### src/rtl/ciap_pkg.sv
// ----------------------------------------------------------------------------
// ciap_pkg
// types, codes and sizes shared by the checked alu with power
// ----------------------------------------------------------------------------
package ciap_pkg;

  localparam int DATA_WIDTH_DEF  = 64;
  localparam int QUEUE_DEPTH_DEF = 2;
  localparam int MAG_W           = 64;
  localparam int PROD_W          = 2 * MAG_W;
  localparam int MUL_CHUNK       = 16;
  localparam int MUL_STEPS       = MAG_W / MUL_CHUNK;

  typedef enum logic [1:0] {
    OP_ADD = 2'd0,
    OP_SUB = 2'd1,
    OP_MUL = 2'd2,
    OP_POW = 2'd3
  } op_t;

  typedef enum logic [1:0] {
    ST_OK      = 2'd0,
    ST_OVF     = 2'd1,
    ST_INVALID = 2'd2
  } status_t;

  typedef struct packed {
    op_t              op;
    logic             invalid;
    logic [MAG_W-1:0] a;
    logic [MAG_W-1:0] b;
  } item_t;

  typedef enum logic [3:0] {
    BK_IDLE,
    BK_MUL,
    BK_MUL_CHK,
    BK_PLOOP,
    BK_PACC,
    BK_PACC_CHK,
    BK_PSHIFT,
    BK_PSQ,
    BK_PSQ_CHK,
    BK_FIN
  } back_state_t;

endpackage

### src/rtl/ciap_req_if.sv
// ----------------------------------------------------------------------------
// ciap_req_if
// request channel: opcode and two operands
// ----------------------------------------------------------------------------
interface ciap_req_if;
  logic        valid;
  logic        ready;
  logic [1:0]  opcode;
  logic [63:0] operand_a;
  logic [63:0] operand_b;

  modport source (output valid, output opcode, output operand_a, output operand_b,
                  input ready);
  modport sink (input valid, input opcode, input operand_a, input operand_b,
                output ready);
endinterface

### src/rtl/ciap_rsp_if.sv
// ----------------------------------------------------------------------------
// ciap_rsp_if
// response channel: result value and status
// ----------------------------------------------------------------------------
interface ciap_rsp_if;
  logic        valid;
  logic        ready;
  logic [63:0] result_value;
  logic [1:0]  status;

  modport source (output valid, output result_value, output status, input ready);
  modport sink (input valid, input result_value, input status, output ready);
endinterface

### src/rtl/ciap_front.sv
// ----------------------------------------------------------------------------
// ciap_front
// takes request words, sign-extends the operands and flags bad power operands
// ----------------------------------------------------------------------------
module ciap_front #(
  parameter int DATA_WIDTH = ciap_pkg::DATA_WIDTH_DEF
) (
  ciap_req_if.sink         req,
  output logic             push_valid,
  input  logic             push_ready,
  output ciap_pkg::item_t  push_item
);
  import ciap_pkg::*;

  localparam int SHIFT = MAG_W - DATA_WIDTH;

  logic signed [MAG_W-1:0] a_ext;
  logic signed [MAG_W-1:0] b_ext;
  op_t                     op;

  assign a_ext = $signed(req.operand_a << SHIFT) >>> SHIFT;
  assign b_ext = $signed(req.operand_b << SHIFT) >>> SHIFT;
  assign op    = op_t'(req.opcode);

  assign push_valid        = req.valid;
  assign req.ready         = push_ready;
  assign push_item.op      = op;
  assign push_item.a       = a_ext;
  assign push_item.b       = b_ext;
  assign push_item.invalid = (op == OP_POW) &&
                             (b_ext[MAG_W-1] || ((a_ext == '0) && (b_ext == '0)));

endmodule

### src/rtl/ciap_queue.sv
// ----------------------------------------------------------------------------
// ciap_queue
// short queue of classified words between front and back
// ----------------------------------------------------------------------------
module ciap_queue #(
  parameter int DEPTH = ciap_pkg::QUEUE_DEPTH_DEF
) (
  input  logic             clk,
  input  logic             rst,
  input  logic             push_valid,
  output logic             push_ready,
  input  ciap_pkg::item_t  push_item,
  output logic             pop_valid,
  input  logic             pop,
  output ciap_pkg::item_t  pop_item
);
  import ciap_pkg::*;

  localparam int PTR_W = (DEPTH > 1) ? $clog2(DEPTH) : 1;
  localparam int CNT_W = $clog2(DEPTH + 1);

  item_t              entries [DEPTH];
  logic [PTR_W-1:0]   wr_ptr;
  logic [PTR_W-1:0]   rd_ptr;
  logic [CNT_W-1:0]   count;
  logic               do_push;
  logic               do_pop;

  assign push_ready = (count != CNT_W'(DEPTH));
  assign pop_valid  = (count != '0);
  assign do_push    = push_valid && push_ready;
  assign do_pop     = pop && pop_valid;
  assign pop_item   = entries[rd_ptr];

  always_ff @(posedge clk) begin
    if (do_push) begin
      entries[wr_ptr] <= push_item;
    end
  end

  always_ff @(posedge clk) begin
    if (rst) begin
      wr_ptr <= '0;
      rd_ptr <= '0;
      count  <= '0;
    end else begin
      if (do_push) begin
        wr_ptr <= (wr_ptr == PTR_W'(DEPTH - 1)) ? '0 : wr_ptr + PTR_W'(1);
      end
      if (do_pop) begin
        rd_ptr <= (rd_ptr == PTR_W'(DEPTH - 1)) ? '0 : rd_ptr + PTR_W'(1);
      end
      if (do_push && !do_pop) begin
        count <= count + CNT_W'(1);
      end else if (do_pop && !do_push) begin
        count <= count - CNT_W'(1);
      end
    end
  end

endmodule

### src/rtl/ciap_back.sv
// ----------------------------------------------------------------------------
// ciap_back
// executes words: add and subtract at once, multiply and power through a
// shared 64x16 multiplier with exact range checks
// ----------------------------------------------------------------------------
module ciap_back #(
  parameter int DATA_WIDTH = ciap_pkg::DATA_WIDTH_DEF
) (
  input  logic             clk,
  input  logic             rst,
  input  logic             head_valid,
  input  ciap_pkg::item_t  head,
  output logic             pop,
  ciap_rsp_if.source       rsp
);
  import ciap_pkg::*;

  localparam int CNT_W = (MUL_STEPS > 1) ? $clog2(MUL_STEPS) : 1;
  localparam logic signed [MAG_W:0] SUM_MAX = ((MAG_W+1)'(1) <<< (DATA_WIDTH - 1)) -
                                              (MAG_W+1)'(1);
  localparam logic signed [MAG_W:0] SUM_MIN = -((MAG_W+1)'(1) <<< (DATA_WIDTH - 1));
  localparam logic [PROD_W-1:0]     HALF    = PROD_W'(1) << (DATA_WIDTH - 1);

  back_state_t state, state_next;

  logic                  a_neg, b_neg;
  logic [MAG_W-1:0]      a_mag, b_mag;
  logic signed [MAG_W:0] sum;
  logic                  sum_fits;
  logic                  quick;
  logic                  out_free;
  logic                  write_quick;
  logic                  write_fin;

  logic [MAG_W-1:0]           mx, my;
  logic                       mxn, myn;
  logic [CNT_W-1:0]           cnt;
  logic [PROD_W-1:0]          pacc;
  logic [MAG_W+MUL_CHUNK-1:0] pp;
  logic                       mul_last;
  logic                       prod_neg;
  logic                       prod_fits;
  logic [MAG_W-1:0]           prod_val;

  logic [MAG_W-1:0] acc, base, e;
  logic             acc_neg, base_neg;
  logic [MAG_W-1:0] acc_val;
  logic [MAG_W-1:0] fin_value;
  status_t          fin_status;

  logic [MAG_W-1:0] out_value;
  status_t          out_status;
  logic             out_valid;

  assign a_neg = head.a[MAG_W-1];
  assign b_neg = head.b[MAG_W-1];
  assign a_mag = a_neg ? -head.a : head.a;
  assign b_mag = b_neg ? -head.b : head.b;

  always_comb begin
    case (head.op)
      OP_SUB:  sum = $signed({head.a[MAG_W-1], head.a}) - $signed({head.b[MAG_W-1], head.b});
      default: sum = $signed({head.a[MAG_W-1], head.a}) + $signed({head.b[MAG_W-1], head.b});
    endcase
  end

  assign sum_fits = (sum >= SUM_MIN) && (sum <= SUM_MAX);
  assign quick    = head.invalid || (head.op == OP_ADD) || (head.op == OP_SUB);
  assign out_free = !out_valid || rsp.ready;

  assign pp        = mx * my[MAG_W-1 -: MUL_CHUNK];
  assign mul_last  = (cnt == CNT_W'(MUL_STEPS - 1));
  assign prod_neg  = (mxn ^ myn) && (pacc != '0);
  assign prod_fits = prod_neg ? (pacc <= HALF) : (pacc < HALF);
  assign prod_val  = prod_neg ? -pacc[MAG_W-1:0] : pacc[MAG_W-1:0];
  assign acc_val   = acc_neg ? -acc : acc;

  // next state
  always_comb begin
    state_next = state;
    case (state)
      BK_IDLE: begin
        if (head_valid && (!quick || out_free)) begin
          if (quick) begin
            state_next = BK_IDLE;
          end else if (head.op == OP_MUL) begin
            state_next = BK_MUL;
          end else begin
            state_next = BK_PLOOP;
          end
        end
      end
      BK_MUL: begin
        if (mul_last) state_next = BK_MUL_CHK;
      end
      BK_MUL_CHK: state_next = BK_FIN;
      BK_PLOOP: begin
        if (e == '0) begin
          state_next = BK_FIN;
        end else if (e[0]) begin
          state_next = BK_PACC;
        end else begin
          state_next = BK_PSHIFT;
        end
      end
      BK_PACC: begin
        if (mul_last) state_next = BK_PACC_CHK;
      end
      BK_PACC_CHK: state_next = prod_fits ? BK_PSHIFT : BK_FIN;
      BK_PSHIFT: state_next = (e[MAG_W-1:1] != '0) ? BK_PSQ : BK_PLOOP;
      BK_PSQ: begin
        if (mul_last) state_next = BK_PSQ_CHK;
      end
      BK_PSQ_CHK: state_next = prod_fits ? BK_PLOOP : BK_FIN;
      BK_FIN: begin
        if (out_free) state_next = BK_IDLE;
      end
      default: state_next = BK_IDLE;
    endcase
  end

  // outputs
  always_comb begin
    pop         = 1'b0;
    write_quick = 1'b0;
    write_fin   = 1'b0;
    case (state)
      BK_IDLE: begin
        pop         = head_valid && (!quick || out_free);
        write_quick = head_valid && quick && out_free;
      end
      BK_FIN: write_fin = out_free;
      default: ;
    endcase
  end

  always_ff @(posedge clk) begin
    if (rst) begin
      state     <= BK_IDLE;
      out_valid <= 1'b0;
    end else begin
      state <= state_next;
      if (write_quick || write_fin) begin
        out_valid <= 1'b1;
      end else if (rsp.ready) begin
        out_valid <= 1'b0;
      end
    end
  end

  always_ff @(posedge clk) begin
    if (write_quick) begin
      if (head.invalid) begin
        out_value  <= '0;
        out_status <= ST_INVALID;
      end else if (sum_fits) begin
        out_value  <= sum[MAG_W-1:0];
        out_status <= ST_OK;
      end else begin
        out_value  <= '0;
        out_status <= ST_OVF;
      end
    end else if (write_fin) begin
      out_value  <= fin_value;
      out_status <= fin_status;
    end
  end

  always_ff @(posedge clk) begin
    case (state)
      BK_IDLE: begin
        if (pop && !quick) begin
          mx       <= a_mag;
          my       <= b_mag;
          mxn      <= a_neg;
          myn      <= b_neg;
          cnt      <= '0;
          pacc     <= '0;
          acc      <= MAG_W'(1);
          acc_neg  <= 1'b0;
          base     <= a_mag;
          base_neg <= a_neg;
          e        <= head.b;
        end
      end
      BK_MUL, BK_PACC, BK_PSQ: begin
        pacc <= (pacc << MUL_CHUNK) + PROD_W'(pp);
        my   <= my << MUL_CHUNK;
        cnt  <= cnt + CNT_W'(1);
      end
      BK_MUL_CHK: begin
        fin_value  <= prod_fits ? prod_val : '0;
        fin_status <= prod_fits ? ST_OK : ST_OVF;
      end
      BK_PLOOP: begin
        if (e == '0) begin
          fin_value  <= acc_val;
          fin_status <= ST_OK;
        end else if (e[0]) begin
          mx   <= acc;
          my   <= base;
          mxn  <= acc_neg;
          myn  <= base_neg;
          cnt  <= '0;
          pacc <= '0;
        end
      end
      BK_PACC_CHK: begin
        if (prod_fits) begin
          acc     <= pacc[MAG_W-1:0];
          acc_neg <= prod_neg;
        end else begin
          fin_value  <= '0;
          fin_status <= ST_OVF;
        end
      end
      BK_PSHIFT: begin
        e <= e >> 1;
        if (e[MAG_W-1:1] != '0) begin
          mx   <= base;
          my   <= base;
          mxn  <= base_neg;
          myn  <= base_neg;
          cnt  <= '0;
          pacc <= '0;
        end
      end
      BK_PSQ_CHK: begin
        if (prod_fits) begin
          base     <= pacc[MAG_W-1:0];
          base_neg <= prod_neg;
        end else begin
          fin_value  <= '0;
          fin_status <= ST_OVF;
        end
      end
      default: ;
    endcase
  end

  assign rsp.valid        = out_valid;
  assign rsp.result_value = out_value;
  assign rsp.status       = out_status;

  a_zero_on_error: assert property (@(posedge clk) disable iff (rst)
    (out_valid && (out_status != ST_OK)) |-> (out_value == '0))
    else $error("nonzero result with error status");

  a_chk_after_mul: assert property (@(posedge clk) disable iff (rst)
    (state == BK_MUL_CHK) |-> ($past(state) == BK_MUL))
    else $error("multiply check without multiply");

  a_square_needed: assert property (@(posedge clk) disable iff (rst)
    (state == BK_PSQ) |-> (e != '0))
    else $error("squaring after last exponent bit");

  a_no_pop_busy: assert property (@(posedge clk) disable iff (rst)
    (state != BK_IDLE) |-> !pop)
    else $error("pop while busy");

endmodule

### src/rtl/checked_int64_alu_with_power.sv
// ----------------------------------------------------------------------------
// checked_int64_alu_with_power
// checked signed add, subtract, multiply and power with ok/overflow/invalid
// ----------------------------------------------------------------------------
// One word is executed at a time by the back end; the front end and a short
// queue keep accepting words meanwhile, until the queue is full. Add and
// subtract go from the queue head straight into the result register once
// that register is free. Multiply runs through the shared 64x16 multiplier
// one 16-bit chunk at a time, then a range check and a finish state. Power
// walks the exponent bits from the bottom: each set bit multiplies into the
// accumulator, the base is squared while bits remain, and overflow stops it early.
module checked_int64_alu_with_power #(
  parameter int DATA_WIDTH  = ciap_pkg::DATA_WIDTH_DEF,
  parameter int QUEUE_DEPTH = ciap_pkg::QUEUE_DEPTH_DEF
) (
  input  logic       clk,
  input  logic       rst,
  ciap_req_if.sink   req,
  ciap_rsp_if.source rsp
);
  import ciap_pkg::*;

  logic  push_valid, push_ready;
  item_t push_item;
  logic  head_valid, pop;
  item_t head;

  ciap_front #(.DATA_WIDTH(DATA_WIDTH)) u_front (
    .req        (req),
    .push_valid (push_valid),
    .push_ready (push_ready),
    .push_item  (push_item)
  );

  ciap_queue #(.DEPTH(QUEUE_DEPTH)) u_queue (
    .clk        (clk),
    .rst        (rst),
    .push_valid (push_valid),
    .push_ready (push_ready),
    .push_item  (push_item),
    .pop_valid  (head_valid),
    .pop        (pop),
    .pop_item   (head)
  );

  ciap_back #(.DATA_WIDTH(DATA_WIDTH)) u_back (
    .clk        (clk),
    .rst        (rst),
    .head_valid (head_valid),
    .head       (head),
    .pop        (pop),
    .rsp        (rsp)
  );

endmodule
### src/flat_wrapper.sv
// flat-port wrapper written by rule: the top's interface ports become plain ports
module checked_int64_alu_with_power_flat import ciap_pkg::*;
#(
  parameter int DATA_WIDTH  = ciap_pkg::DATA_WIDTH_DEF,
  parameter int QUEUE_DEPTH = ciap_pkg::QUEUE_DEPTH_DEF
)
  (clk, rst, req_valid, req_opcode, req_operand_a, req_operand_b, req_ready, rsp_valid, rsp_result_value, rsp_status, rsp_ready);
  ciap_req_if req_i ();
  ciap_rsp_if rsp_i ();
  input  logic clk;
  input  logic rst;
  input wire logic [$bits(req_i.valid)-1:0] req_valid;
  input wire logic [$bits(req_i.opcode)-1:0] req_opcode;
  input wire logic [$bits(req_i.operand_a)-1:0] req_operand_a;
  input wire logic [$bits(req_i.operand_b)-1:0] req_operand_b;
  output wire logic [$bits(req_i.ready)-1:0] req_ready;
  output wire logic [$bits(rsp_i.valid)-1:0] rsp_valid;
  output wire logic [$bits(rsp_i.result_value)-1:0] rsp_result_value;
  output wire logic [$bits(rsp_i.status)-1:0] rsp_status;
  input wire logic [$bits(rsp_i.ready)-1:0] rsp_ready;
  assign req_i.valid = req_valid;
  assign req_i.opcode = req_opcode;
  assign req_i.operand_a = req_operand_a;
  assign req_i.operand_b = req_operand_b;
  assign req_ready = req_i.ready;
  assign rsp_valid = rsp_i.valid;
  assign rsp_result_value = rsp_i.result_value;
  assign rsp_status = rsp_i.status;
  assign rsp_i.ready = rsp_ready;
  checked_int64_alu_with_power #(.DATA_WIDTH(DATA_WIDTH), .QUEUE_DEPTH(QUEUE_DEPTH)) u_core (.clk(clk), .rst(rst), .req(req_i), .rsp(rsp_i));
endmodule
### config.mk
export PLATFORM = sky130hd
export DESIGN_NAME = checked_int64_alu_with_power_flat
export DESIGN_NICKNAME = d
export VERILOG_FILES = /design/src/rtl/ciap_pkg.sv /design/src/rtl/ciap_req_if.sv /design/src/rtl/ciap_rsp_if.sv /design/src/rtl/ciap_front.sv /design/src/rtl/ciap_queue.sv /design/src/rtl/ciap_back.sv /design/src/rtl/checked_int64_alu_with_power.sv /design/src/flat_wrapper.sv
export SDC_FILE = /design/constraint.sdc
export NUM_CORES = 2
export LEC_CHECK = 0
export BUFFER_PORTS_ARGS = -buffer_cell sky130_fd_sc_hd__buf_2
export CAP_MARGIN = 10
export CORE_MARGIN = 2
export CORE_UTILIZATION = 35
export CTS_BUF_LIST = sky130_fd_sc_hd__clkbuf_16
export DETAILED_ROUTE_END_ITERATION = 10
export PLACE_DENSITY = 0.51
export SETUP_SLACK_MARGIN = 0.05
export SLEW_MARGIN = 20
export SYNTH_ARGS = -nofsm -noshare
export SYNTH_HDL_FRONTEND = slang
export SYNTH_SLANG_ARGS = --single-unit
### constraint.sdc
create_clock -name clk -period 24.2 [get_ports clk]
set_clock_uncertainty 0.05 [all_clocks]
set_input_delay 3.63 -clock clk [delete_from_list [all_inputs] [get_ports clk]]
set_output_delay 3.63 -clock clk [all_outputs]
set_load 0.03 [all_outputs]
==> impl_metrics.toml <==
[status]
status = "complete, no violations"

[floorplanning]
core_sq_um = 225000
die_area_sq_um = 231000
boundaryPins = 202
die_w_um = 480
rows = 174
die_height_um = 480
start_util_pct = 35.3

[synthesis]
synth_ff_type = "edfxtp_1"
syn-instance-count = 8170
synth_edf_count = 847
synth-seq-cells = 857
synthTopCellsByCount = "inv_1 (1200), nand2_1 (1193), fa_1 (931), edfxtp_1 (847), nor2_1 (443)"
synth_warnings = 0
synth_area_sq_um = 79400
synthTopCellsByArea = "edfxtp_1 (32%), fa_1 (23%), inv_1 (5.7%)"
yosysSeqAreaShare_pct = 32.3
synth_top_cell_area_share_pct = 32.0
synth_top_area_cell = "edfxtp_1"
synth_most_common_cell = "inv_1"
syn-num-nets = 9474
async_reset_ff_share_pct = 0
syn_avg_cell_area_sq_um = 9.72
ys_types = 101

[cts]
cts.repair.resized = 0
cts.sinks = 857
clock_latency_ns = 0.75
clk_pin_slew_ns = 0.07
cts_hold_buffers = 0
htree_levels = 3
postCtsSetupBuffers = 0
cts_buffers = 97
clockBufferDepth = 3
cts_tree = "done"
root_buffer = "clkbuf_16"

[worst_setup_path]
worstSetupPathType = "register to register"
crit_arrival_ns = 10.50
crit_fanout = 169
r2r_end = "u_core.u_back.rsp.result_value[2]$_DFFE_PP_"
crit_required_ns = 24.74
startpoint_type = "register"
end_kind = "register"
ff2ff_path_depth = 21
r2r_slack_ns = 14.25

[placed_design]
dp_hpwl_mm = 214
gp_congestion = 0.921
port_buffers = 201

[flow_run]
drv_cap = 0

[drt]
via_per_inst = 5.34
first_pass_iters = 6
drtAntennaViolNets = 0
drt_iter0_drc = 5459
routedWlPerCell_um = 24.1
drc = 0
via_count = 59900
routed_wl_mm = 270

[worst_hold_path]
hold_depth = 2
hp-start = "u_core.u_back.fin_value[31]$_DFFE_PP_"
min_delay_worst_endpoint = "u_core.u_back.rsp.result_value[31]$_DFFE_PP_"
hold_path_class = "register to register"

[global_routing]
grt_usage_pct = 23.6
grt_max_degree = 170
grt_pass1_wl_mm = 410
antenna_found_initial = 13
grt_overflow = 0
grt_pass1_vias = 61500

[sta]
layout_min_cycle_time_ns = 9.95
finalSetupViolations = 0
period_share_pct = 41.1
relSlewSlack_pct = 23.9
hold_violations = 0
tightest_slew_ns = 1.14
rsz0062_at_grt = "no"
fmax_ghz = 0.100
slew_violations = 0
fin_tns_setup_ns = 0

[cells_and_area]
final_layout_size_suffix_gt1_share_pct = 7.26
multi_input_area_sq_um = 47800
layout.nets = 9454
seq_area_sq_um = 25600
syn_to_final_growth_pct = 9.13
nFillCells = 22700
[metrics by stage]
| stage | util [%] | cells | worst slack, ns | hold WS (ns) | area [sq um] |
|---|---|---|---|---|---|
| 2_1_floorplan | - | 8170 | 11.44 | 0.422 | 79400 |
| 3_3_place_gp | 37.0 | 11000 | 13.71 | 0.431 | 83400 |
| 3_5_place_dp | 37.1 | 11000 | 13.73 | 0.451 | 83400 |
| 4_1_cts | 38.5 | 11200 | 13.71 | 0.456 | 86600 |
| 5_1_grt | 38.5 | 11200 | 13.79 | 0.499 | 86600 |
| 6_report | 38.5 | 11200 | 14.25 | 0.455 | 86600 |
[layout by cell type (no fill, tap or decap), drive strengths merged, types with 32 or more instances in the layout]
master / Yosys / final
nand4: 86 / 86
a21oi: 329 / 329
a31oi: 37 / 37
nor3b: 32 / 32
nor4: 98 / 98
nor3: 166 / 166
o31ai: 49 / 49
nor2: 444 / 444
edfxtp: 847 / 847
nand3: 79 / 79
o21ai: 439 / 439
inv: 1201 / 1224
clkbuf: 380 / 97
ha: 239 / 239
buf: 39 / 300
xor2: 217 / 217
mux2i: 93 / 93
and3: 34 / 34
o22ai: 68 / 68
a22oi: 115 / 115
a21o: 74 / 74
fa: 931 / 931
o21bai: 32 / 32
and2: 314 / 314
xnor2: 267 / 267
nand2: 1193 / 1193
mux2: 40 / 40
[per-layer routing]
metal	vias up	part of all wire [%]	global-route usage, %
li1	26900	-	-
met1	30500	46	34.6
met2	2197	45	36.7
met3	278	6.5	2.61
met4	0	3.1	6.80
met5	-	0	0
[worst max-delay path, stage by stage, from the launching register on]
cell and delay (ns):
dfxtp_4 0.82, buf_12 0.60, mux2i_2 0.76, ha_1 0.44
o2111ai_1 0.32, nor3_1 0.83, nor3b_1 0.57, nor3b_1 0.38
nor2_1 0.09, xor2_1 0.16, ha_1 0.38, a21oi_1 0.27
o21ai_0 0.13, a31oi_1 0.28, nand3_1 0.41, a32oi_1 0.63
a21oi_1 0.14, nor3_1 0.48, xnor2_1 0.17, xnor2_1 0.47
and2_1 0.82, a32o_1 0.34
[sequential cells by signal, indices dropped and copies added, names as in the netlist, 4 cells and up, named ones only]
register / count
u_core.u_back.base: 64
u_core.u_back.state: 4
u_core.u_queue.entries: 262
u_core.u_back.fin_value: 64
u_core.u_back.mx: 64
u_core.u_back.acc: 64
u_core.u_back.e: 64
u_core.u_back.rsp.result_value: 64
u_core.u_back.pacc: 128
u_core.u_back.my: 64
[kinds of logic (layout without fill, tap and decap cells)]
| kind of cell | after synthesis | count (layout) | share of synthesized area [%] |
|---|---|---|---|
| xor gates and xnor gates | 484 | 484 | 5.34 |
| buffers and inverters | 1620 | 1673 | 7.83 |
| and+or+nand+nor | 2594 | 2594 | 15.3 |
| AOI/OAI and AO/OA | 1312 | 1312 | 10.1 |
| DFF | 857 | 857 | 32.3 |
| adders and majority gates | 1170 | 1170 | 27.2 |
| muxes | 133 | 133 | 1.83 |
| other | 0 | 4 | 0 |
[worst max-delay path by stage]
stage	from	to	slack, ns	depth (start not counted)
after floorplan	u_core.u_back.state[2]$_SDFFE_PP0P_	u_core.u_back.cnt[0]$_SDFFCE_PP0P_	11.44	7
after global placement	register	u_core.u_back.rsp.result_value[1]$_DFFE_PP_	13.71	21
after detailed placement	register	u_core.u_back.rsp.result_value[1]$_DFFE_PP_	13.73	21
after CTS	register	u_core.u_back.rsp.result_value[1]$_DFFE_PP_	13.71	21
after global routing	register	u_core.u_back.rsp.result_value[2]$_DFFE_PP_	13.79	21
final	register	u_core.u_back.rsp.result_value[2]$_DFFE_PP_	14.25	21
[layout make-up]
cell class	instances	share of cell area, %
Tap cell	2992	4.32
Inverter	1201	5.20
Antenna cell	4	0.0116
Sequential cell	857	29.6
Clock inverter	75	0.905
Timing Repair Buffer	300	2.03
Multi-Input combinational cell	5693	55.1
Clock buffer	97	2.80
Power is left out: the tool's default activity adds up to more than one toggle a clock period on the data nets, which glitch-free logic cannot reach.
